[config.mk]
export PLATFORM = sky130hd
export DESIGN_NAME = mmps_cell
export DESIGN_NICKNAME = d
export VERILOG_FILES = /design/src/hdl/mmps_pkg.sv /design/src/hdl/mmps_cell.sv
export SDC_FILE = /design/constraint.sdc
export NUM_CORES = 1
export LEC_CHECK = 0
export ABC_AREA = 1
export BUFFER_PORTS_ARGS = -buffer_cell sky130_fd_sc_hd__buf_2
export CAP_MARGIN = 10
export CORE_ASPECT_RATIO = 1.5
export CORE_MARGIN = 3
export CORE_UTILIZATION = 40
export CTS_CLUSTER_SIZE = 40
export DETAILED_ROUTE_END_ITERATION = 10
export PLACE_DENSITY_LB_ADDON = 0.2
export SLEW_MARGIN = 25
export SYNTH_ARGS = -nofsm -noshare
export SYNTH_HDL_FRONTEND = slang
export SYNTH_SLANG_ARGS = --single-unit
[constraint.sdc]
create_clock -name clk -period 0.9 [get_ports clk]
set_input_delay 0.135 -clock clk [delete_from_list [all_inputs] [get_ports clk]]
set_output_delay 0.135 -clock clk [all_outputs]
set_load 0.01 [all_outputs]
[src/hdl/mmps_pkg.sv]
// Package of the matrix path sum block: sizes, sum type, saturation and cell control.
package mmps_pkg;

	localparam int MAX_SIZE = 64;
	localparam int VAL_W    = 16;
	localparam int SIZE_W   = 7;
	localparam int SUM_W    = 22;
	localparam int CNT_W    = (MAX_SIZE > 1) ? $clog2(MAX_SIZE) : 1;
	localparam int N_W      = CNT_W + 1;

	typedef logic signed [SUM_W-1:0] sum_t;
	typedef logic signed [VAL_W-1:0] val_t;
	typedef logic [CNT_W-1:0]        cnt_t;
	typedef logic [N_W-1:0]          n_t;
	typedef logic [SIZE_W-1:0]       size_t;

	localparam sum_t SUM_MIN = {1'b1, {(SUM_W-1){1'b0}}};
	localparam sum_t SUM_MAX = {1'b0, {(SUM_W-1){1'b1}}};

	// Control shared by every cell of the column chain.
	typedef struct packed {
		logic shift;       // a cell beat was accepted
		logic from_static; // refill the read chain from the column sums
	} cell_ctrl_t;

	function automatic sum_t sat_sum(input logic signed [SUM_W:0] x);
		sum_t r;
		if (x[SUM_W] != x[SUM_W-1]) begin
			r = x[SUM_W] ? SUM_MIN : SUM_MAX;
		end else begin
			r = x[SUM_W-1:0];
		end
		return r;
	endfunction

endpackage

[src/hdl/mmps_cell.sv]
// One column cell: the stored path sum of its column and one stage of the read chain.
module mmps_cell
	import mmps_pkg::*;
(
	input  logic       clk,
	input  logic       arst_n,
	input  cell_ctrl_t ctrl,
	input  logic       wr_en,
	input  sum_t       wr_data,
	input  sum_t       nb_col_sum,
	input  sum_t       nb_shadow,
	output sum_t       col_sum,
	output sum_t       shadow
);

	sum_t col_sum_q;
	sum_t shadow_q;

	always_ff @(posedge clk or negedge arst_n) begin
		if (!arst_n) begin
			col_sum_q <= '0;
		end else if (wr_en) begin
			col_sum_q <= wr_data;
		end
	end

	// The read chain moves one column towards cell 0 per beat. On a column 0
	// beat it is reloaded from the right-hand neighbour's column sum, so that
	// cell 0 then holds column 1 of the previous row.
	always_ff @(posedge clk) begin
		if (ctrl.shift) begin
			shadow_q <= ctrl.from_static ? nb_col_sum : nb_shadow;
		end
	end

	assign col_sum = col_sum_q;
	assign shadow  = shadow_q;

endmodule

==> results of run 1 <==
==> synth_stat cells <==
master,number
buf_6,4
dfrtp_1,22
nand2_1,132
buf_4,4
inv_2,2
edfxtp_1,22
==> flip-flops by register name, summed over array words and instances, names as in the netlist <==
name / cells
col_sum: 22
shadow: 22
==> repair_timing <==
| item | 4_1_cts | 5_1_grt |
|---|---|---|
| endpoints found under the hold margin | 22 | 0 |
| resized for setup | 0 | 3 |
| pin swaps | 0 | 0 |
| hold buffers | 1 | 0 |
| setup endpoints to repair | 44 | 44 |
| setup buffers | 5 | 4 |
==> power breakdown <==
| group | total [mW] | leakage, nW | internal (mW) | switching (mW) |
|---|---|---|---|---|
| sequential | 2.38 | 0.482 | 2.31 | 0.0642 |
| combinational | 0.778 | 0.937 | 0.381 | 0.398 |
| clock | 1.10 | 0.0383 | 0.534 | 0.569 |
==> placed cells by master, fill, tap and decap left out <==
cell / count
clkbuf_1: 2
nand2_1: 132
buf_4: 12
clkbuf_8: 5
buf_2: 111
buf_6: 3
edfxtp_1: 22
dfrtp_1: 22
dlygate4sd3_1: 1
buf_12: 2
inv_2: 2
==> kinds of logic (layout without fill, tap and decap cells) <==
| group | count (synthesis) | in the layout | share of synthesized area (%) |
|---|---|---|---|
| simple gates | 132 | 132 | 27.69 |
| buf+inv | 10 | 138 | 4.615 |
| flops | 44 | 44 | 67.69 |
==> final cells by class <==
cell class / count / area [um^2]
sequential: 44 / 1211
fill: 394 / 1704
multi-input combinational: 132 / 495.5
tap: 46 / 57.56
inverter: 2 / 7.507
clock buffer: 7 / 76.32
timing repair buffer: 129 / 729.5
==> metal layers <==
metal / GRT usage [%] / vias to the layer above
li1: - / 829
met1: 15.44 / 724
met2: 29.21 / 75
met3: 6.342 / 5
met4: 5.917 / 0
met5: 0 / -
==> final timing paths <==
kind                                          from                       to
hold reg to reg            col_sum[15]$_DFFE_PN0P_  col_sum[15]$_DFFE_PN0P_
max in group asynchronous                   arst_n   col_sum[9]$_DFFE_PN0P_
min in group asynchronous                   arst_n  col_sum[12]$_DFFE_PN0P_
setup reg to reg           col_sum[18]$_DFFE_PN0P_  col_sum[18]$_DFFE_PN0P_
setup / recovery            col_sum[6]$_DFFE_PN0P_               col_sum[6]
hold / removal                          wr_data[7]   col_sum[7]$_DFFE_PN0P_
==> stage by stage <==
stage | utilization, % | setup TNS (ns) | instance area [um^2] | setup slack [ns]
floorplan | - | 0 | 1789 | 0.2768
global route | 60.20 | -3.267 | 2577 | -0.1072
CTS | 59.06 | -1.982 | 2529 | -0.07162
detailed placement | 56.17 | 0 | 2405 | 0.06101
global placement | 56.17 | 0 | 2405 | 0.08672
finish | 60.20 | -1.228 | 2577 | -0.05036
==> run metrics, run 1 <==
status complete, but fails checks; violated checks setup timing; worst path cell trace buf_2; Worst Tran Pin Value 0.4860 ns; R2R depth 4; critical path data arrival time between 0.8 and 0.9 ns; cell type with the largest total area after synthesis edfxtp_1; Post-DP HPWL 3148 um; total core area 4282 um^2; Layout Area Growth over Synthesis 44.06%; ANT nets after route 0; relative slew slack 67.60%; Yosys cell types 6; share of the synthesized area in the top cell type 36.92%; FF-to-FF setup slack 0.07 ns; post-layout minimum cycle time 0.9504 ns; worst setup margin -0.05036 ns; unrepaired setup endpoints after global routing true; Die Y roughly 88 um; Starting Density 41.79%; worst min-delay path class input pin to flip-flop; drt wl/cell 11.37 um; first drt pass iteration count 4; clock skew 0 ns; Final setup viols 44; Seq/Total Area, Yosys 67.69%; total routed wirelength 4093 um; fmax 1052 MHz; Row Count 29; CP Buf/Inv Count 1; syn_nets 257; Die ar. 5328 um^2; WP depth 1; largest net degree at the start of global routing 23; fraction of layout cells with a size suffix above 1 a little over two fifths; Max rail drop VDD 0.001116 V; Top delay family on crit path flip-flops; I/O Pins 115; IO Port Bufs approximately 110; period utilization 105.6%; Routed met1 length 1431 um; Synth Area per Inst ~9.6 um^2; CTS Sinks between 40 and 50; met3 wire len 428 um; via count around 1,600; highest metal used met4; Finished Layout Cells 360; Layout Nets 385; drt initial violations 49; total CTS buffers 5; worst-skew pair later-pin latency approximately 0.28 ns; dpl cells 343; DR DRC count 0; top post-synthesis cells by area edfxtp_1 (37%), dfrtp_1 (31%), nand2_1 (28%), buf_6 (2.5%), buf_4 (1.7%); Max Slew Vio Count 0; Pleak 1.458 nW; root buf cell clkbuf_8; vias in the first global route around 1,600; slowest CP cell dfrtp_1; initial antenna violation count 0; synthesized instance count 186; WHS Path Cells 3; CTS tree built; Vias/cell approximately 4.5; Power Total 4.259 mW; clock-pin slew on the worst setup and hold paths 0.07 ns; RD Place Congestion 0.7060; Post-Syn Area 1789 um^2; met2 WL 2170 um; final hold vios 0; pwr/cell area between 1500 and 2000 nW/um^2; H-tree depth 2; crit-path max cell delay 0.39 ns; Yosys reg bits 44; type of origin of the critical path flip-flop; CP max FO 2; total congestion overflow 0; Max-Cap Viols 0; die span in x around 61 um; Bufs on Longest Clock Path 2; YS warnings 0; Crit. End Element output port; first-pass GRT wire length 6423 um; Total GRT Usage 15.93%; Fin Hold WS 0.05379 ns; critical path type flip-flop to output port; antenna cells 0; worst path required time ~0.76 ns
Note: power is estimated with default switching activity, not from simulation.
==> inputs of run 2 (changes only) <==
--- a/config.mk
+++ b/config.mk
@@ -10,7 +10,7 @@
 export CAP_MARGIN = 10
 export CORE_ASPECT_RATIO = 1.5
 export CORE_MARGIN = 3
-export CORE_UTILIZATION = 40
+export CORE_UTILIZATION = 36
 export CTS_CLUSTER_SIZE = 40
 export DETAILED_ROUTE_END_ITERATION = 10
 export PLACE_DENSITY_LB_ADDON = 0.2
==> run metrics, run 2 (same netlist as run 1, synthesis figures left out) <==
total congestion overflow 0; WHS Path Cells 3; vias in the first global route 1,523; clock skew 0 ns; Die ar. between 5000 and 6000 um^2; Starting Density 38.44%; commonest non-fill, non-tap cell in the layout nand2_1; critical path data arrival time 0.82 ns; drt initial violations 44; CP Buf/Inv Count 1; Final setup viols 44; drt wl/cell 10.83 um; worst setup margin -0.05544 ns; H-tree depth 2; R2R Path Start col_sum[3]$_DFFE_PN0P_; Die Y about 92 um; Crit. End Element output port; root buf cell clkbuf_8; worst path cell trace buf_2; CTS tree built; pwr/cell area 1681 nW/um^2; Vias/cell around 4.3; R2R depth 3; slowest CP cell edfxtp_1; via count 1,597; M2 GR Usage 25.72%; post-layout minimum cycle time 0.9554 ns; type of origin of the critical path flip-flop; first-pass GRT wire length around 6500 um; I/O Pins roughly 120; Max Slew Vio Count 0; Critical path origin shadow[0]$_DFFE_PP_; worst-skew pair later-pin latency about 0.28 ns; Row Count 30; unrepaired setup endpoints after global routing true; met3 Resource Use GR 5.583%; ANT nets after route 0; final hold vios 0; Max rail drop VDD 0.0009152 V; Max-Cap Viols 0; worst path required time 0.76 ns; most frequent cells in the layout nand2_1 (132), buf_2 (112), dfrtp_1 (22), edfxtp_1 (22), buf_4 (8); relative slew slack 69.79%; Total GRT Usage 14.01%; fmax 1047 MHz; RD Place Congestion 0.7237; DR DRC count 0; CP max FO 1; Pleak around 1.4 nW; initial antenna violation count 0; Post-DP HPWL 3279 um; largest net degree at the start of global routing 23; crit-path max cell delay ~0.38 ns; IO Port Bufs 114; Layout Area Growth over Synthesis 44.06%; period utilization 106.2%; total CTS buffers 5; critical path type flip-flop to output port; final core occ approximately 55%; CTS Sinks 44; Top delay family on crit path flip-flops; fraction of layout cells with a size suffix above 1 42.44%; WP depth 1; violated checks setup timing; antenna cells 0; TNS Setup -1.178 ns; first drt pass iteration count 4; total core area ~4700 um^2; worst min-delay path class input pin to flip-flop; clock-pin slew on the worst setup and hold paths 0.07 ns; die span in x 63.56 um; most used routing layer met2; status complete, but fails checks; Bufs on Longest Clock Path 2; total routed wirelength 4062 um; Worst Tran Pin Value between 0.4 and 0.5 ns; min-delay src wr_data[1]; met1 global-route usage 14.05%; Layout Nets around 380
## run 2: changes by cell type in the layout (fill, tap and decap cells not counted)
cell / previous run / this run
buf_4: 12 / 8
buf_2: 111 / 112
buf_6: 3 / 2
clkbuf_8: 5 / 6
## run 2: final timing paths
| check | end | slack (ns) |
|---|---|---|
| worst max-delay path | shadow[0] | -0.06 |
| worst min-delay path | col_sum[1]$_DFFE_PN0P_ | 0.05 |
| worst max register to register | col_sum[3]$_DFFE_PN0P_ | 0.19 |
| worst min register to register | col_sum[18]$_DFFE_PN0P_ | 0.47 |
| max in group asynchronous | col_sum[17]$_DFFE_PN0P_ | 0.24 |
| min in group asynchronous | col_sum[9]$_DFFE_PN0P_ | 0.34 |
## run 2: power by group
| part | leakage (nW) | switching, mW | internal (mW) |
|---|---|---|---|
| Clock | 0.0455 | 0.577 | 0.625 |
| Combinational | 0.915 | 0.395 | 0.361 |
| Sequential | 0.482 | 0.0611 | 2.31 |
## run 2: cell type report
cell class | count | area, um^2
multi-input cells | 132 | 495.5
flip-flops and latches | 44 | 1211
fillers | 487 | 2077
clock buffers | 8 | 90.09
repair buffers | 125 | 693.2
inverters | 2 | 7.507
well taps | 64 | 80.08
## run 2: per-stage QoR
step | cell area (um^2) | setup slack (ns) | hold WS [ns] | std cells | power [mW]
2_1_floorplan | 1789 | 0.2768 | -0.1606 | 186 | 2.731
3_3_place_gp | 2412 | -0.002292 | 0.1182 | 359 | 3.123
3_5_place_dp | 2412 | -0.03841 | 0.1128 | 359 | 3.134
4_1_cts | 2541 | -0.07712 | 0.03628 | 371 | 4.386
5_1_grt | 2577 | -0.1120 | 0.03820 | 375 | 4.596
6_report | 2577 | -0.05544 | 0.05196 | 375 | 4.332
## run 2: what timing repair did
action / CTS / global route
resized for setup: 1 / 1
hold buffers: 1 / 0
buffers inserted: 3 / 4
setup endpoints to repair: 44 / 44
hold endpoints to repair: 22 / 0
## run 2: worst register-to-register path, cell delays in order (launching register included)
cell	delay (ns)
dfrtp_1	0.38
buf_4	0.13
nand2_1	0.05
nand2_1	0.05
## run 2: layer usage
metal | part of all wire (%) | up-vias
met3 | 11 | 7
met2 | 52 | 76
li1 | - | 818
met1 | 36 | 696
met4 | 1.3 | 0
met5 | 0 | -
==> inputs of run 3 (changes only) <==
--- a/config.mk
+++ b/config.mk
@@ -14,6 +14,7 @@
 export CTS_CLUSTER_SIZE = 40
 export DETAILED_ROUTE_END_ITERATION = 10
 export PLACE_DENSITY_LB_ADDON = 0.2
+export RECOVER_POWER = 50
 export SLEW_MARGIN = 25
 export SYNTH_ARGS = -nofsm -noshare
 export SYNTH_HDL_FRONTEND = slang
==> constraint.sdc (replaced) <==
create_clock -name clk -period 0.85 [get_ports clk]
set_input_delay 0.1275 -clock clk [delete_from_list [all_inputs] [get_ports clk]]
set_output_delay 0.1275 -clock clk [all_outputs]
set_load 0.01 [all_outputs]
==> run metrics, run 3 (same netlist as run 1, synthesis figures left out) <==
status complete, but fails checks; violated checks setup timing; die span in x 63.56 um; Layout Area Growth over Synthesis 43.50%; Max-Cap Viols 0; antenna cells 0; largest net degree at the start of global routing 23; fmax 1047 MHz; relative slew slack 64.54%; post-layout minimum cycle time approximately 0.96 ns; CP max FO 2; Pleak roughly 1.4 nW; pwr/cell area 1835 nW/um^2; Clk pwr share 30.1%; cell area after layout 2567 um^2; worst path cell trace buf_2; worst setup margin -0.1055 ns; Total GRT Usage between 10% and 20%; commonest non-fill, non-tap cell in the layout nand2_1; drt wl/cell 10.88 um; Row Count 30; first drt pass iteration count 4; clock skew 0 ns; vias in the first global route 1,572; unrepaired setup endpoints after global routing true; CP Buf/Inv Count 1; P_int 3.569 mW; Vias/cell 4.170; period utilization 112.4%; Post-DP HPWL 3214 um; type of origin of the critical path flip-flop; fraction of layout cells with a size suffix above 1 42.49%; Final setup viols 44; crit-path max cell delay 0.39 ns; Switching Share 24.25%; total core area 4654 um^2; critical path data arrival time around 0.83 ns; first-pass GRT wire length 6658 um; I/O Pins ~120; switching power roughly 1.1 mW; final core occ 55.16%; clock-pin slew on the worst setup and hold paths ~0.080 ns; Starting Density 38.44%; IO Port Bufs 114; Bufs on Longest Clock Path 2; worst min-delay path class input pin to flip-flop; H-tree depth 2; most frequent cells in the layout nand2_1 (132), buf_2 (112), dfrtp_1 (22), edfxtp_1 (22), buf_4 (10); DR DRC count 0; via count 1,572; RD Place Congestion 0.7191; worst-skew pair later-pin latency a little under 0.3 ns; sequential power share between 50 and 60%; Die ar. approximately 5900 um^2; Worst Tran Pin Value between 0.5 and 0.6 ns; Die Y 92.34 um; Max Slew Vio Count 0; total CTS buffers 5; CTS Sinks 44; final hold vios 0; DP Area 2427 um^2; ANT nets after route 0; worst path required time 0.72 ns; total routed wirelength 4103 um; Crit. End Element output port; Comb pwr share between 15 and 20%; CTS tree built; Top delay family on crit path flip-flops; slowest CP cell dfrtp_1; initial antenna violation count 0; Layout Nets 383; Max rail drop VDD 0.001044 V; critical path type flip-flop to output port; total congestion overflow 0; drt initial violations 49; root buf cell clkbuf_8
## run 3: timing repair
| action | 4_1_cts | 5_1_grt |
|---|---|---|
| hold endpoints to repair | 22 | 0 |
| resized for setup | 1 | 0 |
| setup buffers | 2 | 5 |
| pin swaps | 0 | 0 |
| setup endpoints to repair | 44 | 44 |
| hold buffers | 1 | 0 |
## run 3: power by group through the flow
stage | sequential (mW) | clock, mW | combinational [mW]
global placement | 2.55 | 0 | 0.762
global route | 2.53 | 1.56 | 0.881
detailed placement | 2.56 | 0 | 0.765
CTS | 2.51 | 1.46 | 0.786
finish | 2.51 | 1.42 | 0.780
floorplan | 2.67 | 0 | 0.223
## run 3: area by class of cell
class                   count  area [um^2]
clock buffers               7        97.59
clock inverters             1        5.005
fillers                   468         2087
inverters                   2        7.507
multi-input cells         132        495.5
flip-flops and latches     44         1211
well taps                  64        80.08
repair buffers            127        670.6
## run 3: path summary, 6_finish.rpt
check	startpoint	end	slack, ns	depth (start not counted)
setup / recovery	col_sum[9]$_DFFE_PN0P_	col_sum[9]	-0.11	1
hold / removal	wr_data[0]	col_sum[0]$_DFFE_PN0P_	0.03	3
setup reg to reg	col_sum[8]$_DFFE_PN0P_	col_sum[8]$_DFFE_PN0P_	0.13	3
hold reg to reg	col_sum[13]$_DFFE_PN0P_	col_sum[13]$_DFFE_PN0P_	0.47	2
max in group asynchronous	arst_n	col_sum[15]$_DFFE_PN0P_	0.19	2
min in group asynchronous	arst_n	col_sum[10]$_DFFE_PN0P_	0.33	2
## run 3: through the flow
step	hold WS (ns)	total power, mW	TNS [ns]	setup slack (ns)	cells
after CTS	0.02565	4.765	-4.158	-0.1189	372
after detailed placement	0.1130	3.323	0	0.03467	361
after global routing	0.02822	4.969	-5.217	-0.1451	377
final	0.03089	4.711	-3.459	-0.1055	377
after floorplan	-0.1681	2.891	0	0.2343	186
after global placement	0.1112	3.314	0	0.05275	361
## run 3: layer usage
metal / vias to the layer above / share of wire [%] / track usage, %
met5: - / 0 / 0
met4: 0 / 1.4 / 5.405
met3: 5 / 9.9 / 5.097
met2: 78 / 51 / 25.37
met1: 667 / 37 / 15.66
li1: 822 / - / -
